`src/sv/spb_pkg.sv`:
```
// ----------------------------------------------------------------------------
// spb_pkg
// Shared types and codes for the per-thread slot binding pool.
// ----------------------------------------------------------------------------
package spb_pkg;

   // Command codes carried in the request word.
   localparam logic [1:0] CMD_GET      = 2'd0;
   localparam logic [1:0] CMD_RELEASE  = 2'd1;
   localparam logic [1:0] CMD_FREE_ALL = 2'd2;

   // Status codes carried in the response word.
   localparam logic [2:0] STS_EXISTING  = 3'd0;
   localparam logic [2:0] STS_NEW       = 3'd1;
   localparam logic [2:0] STS_EXHAUSTED = 3'd2;
   localparam logic [2:0] STS_RELEASED  = 3'd3;
   localparam logic [2:0] STS_NONE      = 3'd4;
   localparam logic [2:0] STS_ALL_FREED = 3'd5;

   // Request word.
   typedef struct packed {
      logic [1:0] cmd;
      logic [3:0] requester_id;
   } spb_req_type;

   // Response word.
   typedef struct packed {
      logic [3:0] slot_index;
      logic [2:0] status;
      logic [4:0] free_count;
   } spb_rsp_type;

   // Controller states.
   typedef enum logic [1:0] {
      ST_IDLE,
      ST_LOOKUP,
      ST_SWEEP,
      ST_FINISH
   } spb_state_type;

endpackage

```
`src/sv/per_thread_slot_binding_pool.sv`:
```
// ----------------------------------------------------------------------------
// per_thread_slot_binding_pool
// Hands out slots to requesters from a LIFO free stack and keeps one binding
// per requester.
// ----------------------------------------------------------------------------
// In a get, a release or an unused command the accept cycle reads the free
// stack RAM and the binding RAM, and the lookup state then uses the read
// data, writes the binding RAM on a new binding or the free stack RAM on a
// release, and loads the response register once that register is free. A
// free-all walks the slot-bound flags one slot a cycle and pushes each bound
// slot through the single write port of the free stack RAM. The response
// register lets the next request word be accepted while a finished response
// still waits to be taken. Free stack entries not yet written since reset
// read as their own index, so no clearing pass follows reset.
// ----------------------------------------------------------------------------
module per_thread_slot_binding_pool #(
   parameter int NUM_SLOTS      = 16,
   parameter int NUM_REQUESTERS = 16
) (
   input  logic                clock,
   input  logic                reset,
   input  logic                req_valid,
   output logic                req_ready,
   input  spb_pkg::spb_req_type req_data,
   output logic                rsp_valid,
   input  logic                rsp_ready,
   output spb_pkg::spb_rsp_type rsp_data
);

   import spb_pkg::*;

   localparam int SLOT_W = $clog2(NUM_SLOTS);
   localparam int TOP_W  = $clog2(NUM_SLOTS + 1);
   localparam int RID_W  = (NUM_REQUESTERS > 1) ? $clog2(NUM_REQUESTERS) : 1;
   localparam logic [SLOT_W-1:0] LAST_IDX = SLOT_W'(NUM_SLOTS - 1);

   // Control state.
   spb_state_type             state_ff, state_in;
   logic [TOP_W-1:0]          top_ff, top_in;
   logic [NUM_SLOTS-1:0]      bound_ff, bound_in;
   logic [NUM_SLOTS-1:0]      svld_ff, svld_in;
   logic [NUM_REQUESTERS-1:0] bvld_ff, bvld_in;
   logic                      rsp_valid_ff, rsp_valid_in;

   // Payload registers.
   logic [1:0]                cmd_ff, cmd_in;
   logic [3:0]                rid_ff, rid_in;
   logic [SLOT_W-1:0]         pop_addr_ff, pop_addr_in;
   logic                      pop_vld_ff, pop_vld_in;
   logic [SLOT_W-1:0]         idx_ff, idx_in;
   spb_rsp_type               rsp_ff, rsp_in;

   // Memory ports.
   logic                      stk_wr_en;
   logic [SLOT_W-1:0]         stk_wr_addr;
   logic [SLOT_W-1:0]         stk_wr_data;
   logic                      stk_rd_en;
   logic [SLOT_W-1:0]         stk_rd_addr;
   logic [SLOT_W-1:0]         stk_rd_data;
   logic                      bnd_wr_en;
   logic [RID_W-1:0]          bnd_wr_addr;
   logic [SLOT_W-1:0]         bnd_wr_data;
   logic                      bnd_rd_en;
   logic [RID_W-1:0]          bnd_rd_addr;
   logic [SLOT_W-1:0]         bnd_rd_data;

   logic                      accept;
   logic                      out_free;
   logic                      rid_ok;
   logic [RID_W-1:0]          rid_idx;
   logic [SLOT_W-1:0]         popped;

   // Free stack: entry i holds the slot at stack depth i.
   spb_ram #(
      .WIDTH (SLOT_W),
      .DEPTH (NUM_SLOTS)
   ) u_stack_ram (
      .clock   (clock),
      .wr_en   (stk_wr_en),
      .wr_addr (stk_wr_addr),
      .wr_data (stk_wr_data),
      .rd_en   (stk_rd_en),
      .rd_addr (stk_rd_addr),
      .rd_data (stk_rd_data)
   );

   // Binding table: the slot bound to each requester.
   spb_ram #(
      .WIDTH (SLOT_W),
      .DEPTH (NUM_REQUESTERS)
   ) u_binding_ram (
      .clock   (clock),
      .wr_en   (bnd_wr_en),
      .wr_addr (bnd_wr_addr),
      .wr_data (bnd_wr_data),
      .rd_en   (bnd_rd_en),
      .rd_addr (bnd_rd_addr),
      .rd_data (bnd_rd_data)
   );

   // Handshake.
   assign req_ready = (state_ff == ST_IDLE);
   assign accept    = req_valid && req_ready;
   assign out_free  = !rsp_valid_ff || rsp_ready;
   assign rsp_valid = rsp_valid_ff;
   assign rsp_data  = rsp_ff;

   // Decode of the held request.
   assign rid_ok  = 32'(rid_ff) < NUM_REQUESTERS;
   assign rid_idx = RID_W'(32'(rid_ff));
   assign popped  = pop_vld_ff ? stk_rd_data : pop_addr_ff;

   // Next state.
   always_comb begin
      state_in = state_ff;
      unique case (state_ff)
         ST_IDLE: begin
            if (accept) begin
               state_in = (req_data.cmd == CMD_FREE_ALL) ? ST_SWEEP : ST_LOOKUP;
            end
         end
         ST_LOOKUP: begin
            if (out_free) begin
               state_in = ST_IDLE;
            end
         end
         ST_SWEEP: begin
            if (idx_ff == LAST_IDX) begin
               state_in = ST_FINISH;
            end
         end
         ST_FINISH: begin
            if (out_free) begin
               state_in = ST_IDLE;
            end
         end
         default: state_in = ST_IDLE;
      endcase
   end

   // Datapath, memory accesses and response.
   always_comb begin
      top_in       = top_ff;
      bound_in     = bound_ff;
      svld_in      = svld_ff;
      bvld_in      = bvld_ff;
      rsp_valid_in = rsp_valid_ff && !rsp_ready;
      rsp_in       = rsp_ff;
      cmd_in       = cmd_ff;
      rid_in       = rid_ff;
      pop_addr_in  = pop_addr_ff;
      pop_vld_in   = pop_vld_ff;
      idx_in       = idx_ff;

      stk_wr_en    = 1'b0;
      stk_wr_addr  = SLOT_W'(top_ff);
      stk_wr_data  = idx_ff;
      stk_rd_en    = 1'b0;
      stk_rd_addr  = SLOT_W'(top_ff - TOP_W'(1));
      bnd_wr_en    = 1'b0;
      bnd_wr_addr  = rid_idx;
      bnd_wr_data  = popped;
      bnd_rd_en    = 1'b0;
      bnd_rd_addr  = RID_W'(32'(req_data.requester_id));

      unique case (state_ff)
         // Take the word and start both reads.
         ST_IDLE: begin
            if (accept) begin
               cmd_in      = req_data.cmd;
               rid_in      = req_data.requester_id;
               stk_rd_en   = 1'b1;
               bnd_rd_en   = 1'b1;
               pop_addr_in = stk_rd_addr;
               pop_vld_in  = svld_ff[stk_rd_addr];
               idx_in      = '0;
               if (req_data.cmd == CMD_FREE_ALL) begin
                  bvld_in = '0;
               end
            end
         end

         // Use the read data, write back and load the response.
         ST_LOOKUP: begin
            if (out_free) begin
               rsp_valid_in      = 1'b1;
               rsp_in.slot_index = '0;
               rsp_in.status     = STS_NONE;
               case (cmd_ff)
                  CMD_GET: begin
                     if (rid_ok && bvld_ff[rid_idx]) begin
                        rsp_in.slot_index = 4'(32'(bnd_rd_data));
                        rsp_in.status     = STS_EXISTING;
                     end else if (!rid_ok || top_ff == '0) begin
                        rsp_in.status = STS_EXHAUSTED;
                     end else begin
                        top_in            = top_ff - TOP_W'(1);
                        bound_in[popped]  = 1'b1;
                        bvld_in[rid_idx]  = 1'b1;
                        bnd_wr_en         = 1'b1;
                        rsp_in.slot_index = 4'(32'(popped));
                        rsp_in.status     = STS_NEW;
                     end
                  end
                  CMD_RELEASE: begin
                     if (rid_ok && bvld_ff[rid_idx]) begin
                        bvld_in[rid_idx]      = 1'b0;
                        bound_in[bnd_rd_data] = 1'b0;
                        if (32'(top_ff) < NUM_SLOTS) begin
                           stk_wr_en            = 1'b1;
                           stk_wr_data          = bnd_rd_data;
                           svld_in[stk_wr_addr] = 1'b1;
                           top_in               = top_ff + TOP_W'(1);
                        end
                        rsp_in.slot_index = 4'(32'(bnd_rd_data));
                        rsp_in.status     = STS_RELEASED;
                     end
                  end
                  default: begin
                     rsp_in.status = STS_NONE;
                  end
               endcase
               rsp_in.free_count = 5'(32'(top_in));
            end
         end

         // Push each bound slot in ascending order.
         ST_SWEEP: begin
            idx_in = idx_ff + SLOT_W'(1);
            if (bound_ff[idx_ff]) begin
               bound_in[idx_ff] = 1'b0;
               if (32'(top_ff) < NUM_SLOTS) begin
                  stk_wr_en            = 1'b1;
                  stk_wr_data          = idx_ff;
                  svld_in[stk_wr_addr] = 1'b1;
                  top_in               = top_ff + TOP_W'(1);
               end
            end
         end

         // Report the free-all.
         ST_FINISH: begin
            if (out_free) begin
               rsp_valid_in      = 1'b1;
               rsp_in.slot_index = '0;
               rsp_in.status     = STS_ALL_FREED;
               rsp_in.free_count = 5'(32'(top_ff));
            end
         end

         default: begin
            rsp_valid_in = rsp_valid_ff && !rsp_ready;
         end
      endcase
   end

   // Control registers.
   always_ff @(posedge clock) begin
      if (reset) begin
         state_ff     <= ST_IDLE;
         top_ff       <= TOP_W'(NUM_SLOTS);
         bound_ff     <= '0;
         svld_ff      <= '0;
         bvld_ff      <= '0;
         rsp_valid_ff <= 1'b0;
      end else begin
         state_ff     <= state_in;
         top_ff       <= top_in;
         bound_ff     <= bound_in;
         svld_ff      <= svld_in;
         bvld_ff      <= bvld_in;
         rsp_valid_ff <= rsp_valid_in;
      end
   end

   // Payload registers.
   always_ff @(posedge clock) begin
      cmd_ff      <= cmd_in;
      rid_ff      <= rid_in;
      pop_addr_ff <= pop_addr_in;
      pop_vld_ff  <= pop_vld_in;
      idx_ff      <= idx_in;
      rsp_ff      <= rsp_in;
   end

endmodule

```
`src/sv/spb_ram.sv`:
```
// ----------------------------------------------------------------------------
// spb_ram
// Generic single-write, single-read RAM with a registered read port.
// ----------------------------------------------------------------------------
module spb_ram #(
   parameter int WIDTH = 8,
   parameter int DEPTH = 16
) (
   input  logic                                      clock,
   input  logic                                      wr_en,
   input  logic [((DEPTH > 1) ? $clog2(DEPTH) : 1)-1:0] wr_addr,
   input  logic [WIDTH-1:0]                          wr_data,
   input  logic                                      rd_en,
   input  logic [((DEPTH > 1) ? $clog2(DEPTH) : 1)-1:0] rd_addr,
   output logic [WIDTH-1:0]                          rd_data
);

   logic [WIDTH-1:0] mem_ff [DEPTH];
   logic [WIDTH-1:0] rd_data_ff;

   // Write port.
   always_ff @(posedge clock) begin
      if (wr_en) begin
         mem_ff[wr_addr] <= wr_data;
      end
   end

   // Read port; the data holds until the next read.
   always_ff @(posedge clock) begin
      if (rd_en) begin
         rd_data_ff <= mem_ff[rd_addr];
      end
   end

   assign rd_data = rd_data_ff;

endmodule
```
`config.mk`:
```
export PLATFORM = sky130hd
export DESIGN_NAME = per_thread_slot_binding_pool
export DESIGN_NICKNAME = d
export VERILOG_FILES = /design/src/sv/spb_pkg.sv /design/src/sv/per_thread_slot_binding_pool.sv /design/src/sv/spb_ram.sv
export SDC_FILE = /design/constraint.sdc
export NUM_CORES = 1
export LEC_CHECK = 0
export CAP_MARGIN = 5
export CELL_PAD_IN_SITES_DETAIL_PLACEMENT = 0
export CELL_PAD_IN_SITES_GLOBAL_PLACEMENT = 1
export CORE_MARGIN = 4
export CORE_UTILIZATION = 50
export CTS_BUF_LIST = sky130_fd_sc_hd__clkbuf_16
export CTS_CLUSTER_DIAMETER = 150
export DETAILED_ROUTE_END_ITERATION = 10
export DONT_BUFFER_PORTS = 1
export GPL_ROUTABILITY_DRIVEN = 0
export PLACE_DENSITY = 0.78
export SYNTH_ARGS = -nofsm -noshare
export SYNTH_HDL_FRONTEND = slang
export SYNTH_SLANG_ARGS = --single-unit
```
`constraint.sdc`:
```
create_clock -name clock -period 3.85 [get_ports clock]
set_input_delay 0 -clock clock [delete_from_list [all_inputs] [get_ports clock]]
set_output_delay 0 -clock clock [all_outputs]
set_load 0.05 [all_outputs]
```
==> out/qor.yml <==
status: "finished, final reports clean"
p_per_area_mw_per_mm2: 740
grtUsageTotal_pct: 21.6
skew_ps: 11.0
min_from: "req_data[1]"
worstSkewPairLatency_ps: 510
cts_root_buf: "clkbuf_16"
ys_ff_latch: 219
die-area_sq_mm: 0.0232
placementRows: 52
ios: 24
antenna_found_initial: 0
fp.dieW_microns: 152
r2r_end: "u_binding_ram.mem_ff[9][0]$_DFFE_PP_"
rsz0062_at_grt: "no"
vias_per_cell: 6.29
fin_setup_tns_ps: 0
grt_max_degree: 29
slowest_stage: "edfxtp_1"
hold_class: "in2reg"
numCtsBuffers: 24
synth-async-reset-ratio_pct: 0
reg2reg_slack_ps: 390
wl_per_cell_microns: 22.9
path_max_fanout: 17
finalSetupViolations: 0
overflow: 0
design_area_sq_mm: 0.0116
syn_to_final_growth_pct: 11.2
seq_power_share_pct: 41.1
synthTopCellsByArea: "edfxtp_1 47%, dfxtp_1 11%, mux4_2 11%"
io_buffers: 0
synth-main-ff-cell: "edfxtp_1"
drive_gt1_share_pct: 15.0
synthTopCellsByCount: "163 x edfxtp_1, 78 x nand2_1, 61 x nor2_1"
max_cap_violations: 0
cts_setup_buffers: 0
clock_power_share_pct: 28.7
hold_viol_final: 0
synth.distinct_cells: 66
synth-edff-count: 163
cp.required_ps: 4000
dp_hpwl_microns: 17400
final_antenna_net_count: 0
htree_levels: 1
initial_utilization_pct: 51.2
startpoint_type: "flip-flop"
crit_type: "reg2reg"
yosys.area.top_type: "edfxtp_1"
nets: 847
path_cells: "mux2i_1, a22oi_1, and3_1, nor3_2, nand2_1, nor3_1"
cp.arrival_ps: 3600
core_sq_mm: 0.0204
endpoint: "u_binding_ram.mem_ff[9][0]$_DFFE_PP_"
num_antenna_cells: 0
peakVddDrop_mv: 0.490
clkSlewWorstSetupHoldPaths_ps: 60
drcViolationCount: 0
yosysTopAreaCellShare_pct: 47.0
wl_microns: 25500
end_kind: "flip-flop"
cts_sinks: 219
period_share_pct: 89.8
vias: 6988
syn_nets: 847
grt_pass1_wl_microns: 40400
max_freq_mhz: 289
slew_viol_final: 0
p_int_mw: 5.46
place_area_sq_mm: 0.0106
startpoint: "bnd_wr_addr[3]$_DFFE_PP_"
syn_area_sq_mm: 0.0104
cts_resized: 0
drtIter0Drc: 616
fillers: 1635
yosys_warnings: 0
dr.pass1.iters: 5
slew_headroom_pct: 15.4
cts_tree: "done"
p_sw_share_pct: 36.4
p_leak_nw: 3.86
die_h_microns: 152
yosysMostFrequentCell: "edfxtp_1"
syn_inst: 823
postSynthAreaPerCell_sq_um: 12.7
p_sw_mw: 3.12
slowest_delay_ps: 800
min_period_ps: 3460
worstRegToRegCells: 6
clockBufferDepth: 3
rr_startpoint: "bnd_wr_addr[3]$_DFFE_PP_"
grt_pass1_vias: 6823
power_frac_comb_pct: 30.2
seq_area_frac_synth_pct: 57.7
worst_slew_pin_slew_ps: 1260
[per-layer routing]
| layer | vias up | wire [microns] | global-route usage, % |
|---|---|---|---|
| li1 | 3166 | - | - |
| met1 | 3498 | 11300 | 32.5 |
| met2 | 287 | 11500 | 32.1 |
| met3 | 37 | 2220 | 5.45 |
| met4 | 0 | 417 | 4.41 |
| met5 | - | 0 | 0 |
[how the worst min path moves through the flow]
stage | depth (start not counted) | slack, ps | to
after floorplan | 0 | 100 | bnd_wr_addr[0]$_DFFE_PP_
after global placement | 1 | 80 | state_ff[0]$_SDFFE_PP0P_
after detailed placement | 1 | 80 | state_ff[0]$_SDFFE_PP0P_
after CTS | 2 | 1 | u_binding_ram.rd_data[0]$_DFFE_PP_
after global routing | 2 | 0.6 | u_binding_ram.rd_data[3]$_DFFE_PP_
final | 2 | 10 | u_binding_ram.rd_data[0]$_DFFE_PP_
[area by class of cell]
cell class                      instances  area (sq um)  area share (%)
Clock buffer                           25           626            5.40
Clock inverter                         19           235            2.03
Inverter                               38           143            1.23
Multi-Input combinational cell        515          4010            34.6
Sequential cell                       219          6020            51.9
Tap cell                              270           338            2.92
Timing Repair Buffer                   25           215            1.86
[flip-flops by register name, indices dropped and copies added (netlist names), 4 cells and up]
name	cells
u_binding_ram.rd_data	4
rsp_data	12
u_stack_ram.rd_data	4
top_ff	5
bvld_ff	16
pop_addr_ff	4
bnd_wr_addr	4
u_stack_ram.mem_ff	64
bound_ff	16
svld_ff	16
u_binding_ram.mem_ff	64
idx_ff	4
[cell families (layout without fill, tap and decap cells)]
kind of cell               Yosys count  count (layout)  synth area share, %
and+or+nand+nor                    265             265                 12.6
DFF                                219             219                 57.7
AOI/OAI and AO/OA                  159             159                 11.0
buffers and inverters               89             107                 3.74
muxes                               70              70                 12.7
adders and majority gates           14              14                 1.68
xor gates and xnor gates             7               7                0.589
[cell usage in the layout (no fill, tap or decap), types with 10 or more instances in the layout]
cell / Yosys / layout
a21oi_1: 17 / 17
a22o_1: 17 / 17
a22oi_1: 10 / 10
a32oi_1: 11 / 11
buf_4: 1 / 14
clkbuf_16: 0 / 25
dfxtp_1: 56 / 56
dlygate4sd3_1: 0 / 11
edfxtp_1: 163 / 163
ha_1: 14 / 14
inv_1: 35 / 36
mux2i_1: 16 / 16
mux4_2: 49 / 49
nand2_1: 78 / 78
nand2b_1: 12 / 12
nand3_1: 38 / 38
nor2_1: 61 / 61
nor2b_1: 11 / 11
nor3_1: 15 / 15
nor4_1: 13 / 13
o21ai_0: 53 / 53
o32ai_1: 13 / 13
[critical path, delay by kind of cell, from the launching register on]
kind,cells,cell delay [ps]
muxes,1,310
DFF,1,800
AOI/OAI and AO/OA,1,140
and+or+nand+nor,4,1830
[power groups by stage]
stage          combinational, mW  clock [mW]  sequential (mW)
2_1_floorplan               1.92           0             3.39
6_report                    2.59        2.46             3.52
4_1_cts                     2.58        2.49             3.52
3_3_place_gp                2.49           0             3.56
3_5_place_dp                2.53           0             3.56
5_1_grt                     2.82        2.61             3.55
[what timing repair did]
action / in CTS / in global routing
endpoints found under the setup margin: 0 / 0
hold endpoints to repair: 51 / 2
hold buffers: 10 / 1
[stage by stage]
step	hold slack, ps	setup slack, ps	utilization, %	total power [mW]	std cells
after floorplan	98.9	549	-	5.32	823
after global placement	78.9	717	52.1	6.05	1056
after detailed placement	84.2	424	52.1	6.10	1056
after CTS	1.45	424	56.8	8.60	1110
after global routing	0.576	188	56.9	8.99	1111
final	12.3	393	56.9	8.58	1111
Power figures use the tool's default switching activity.
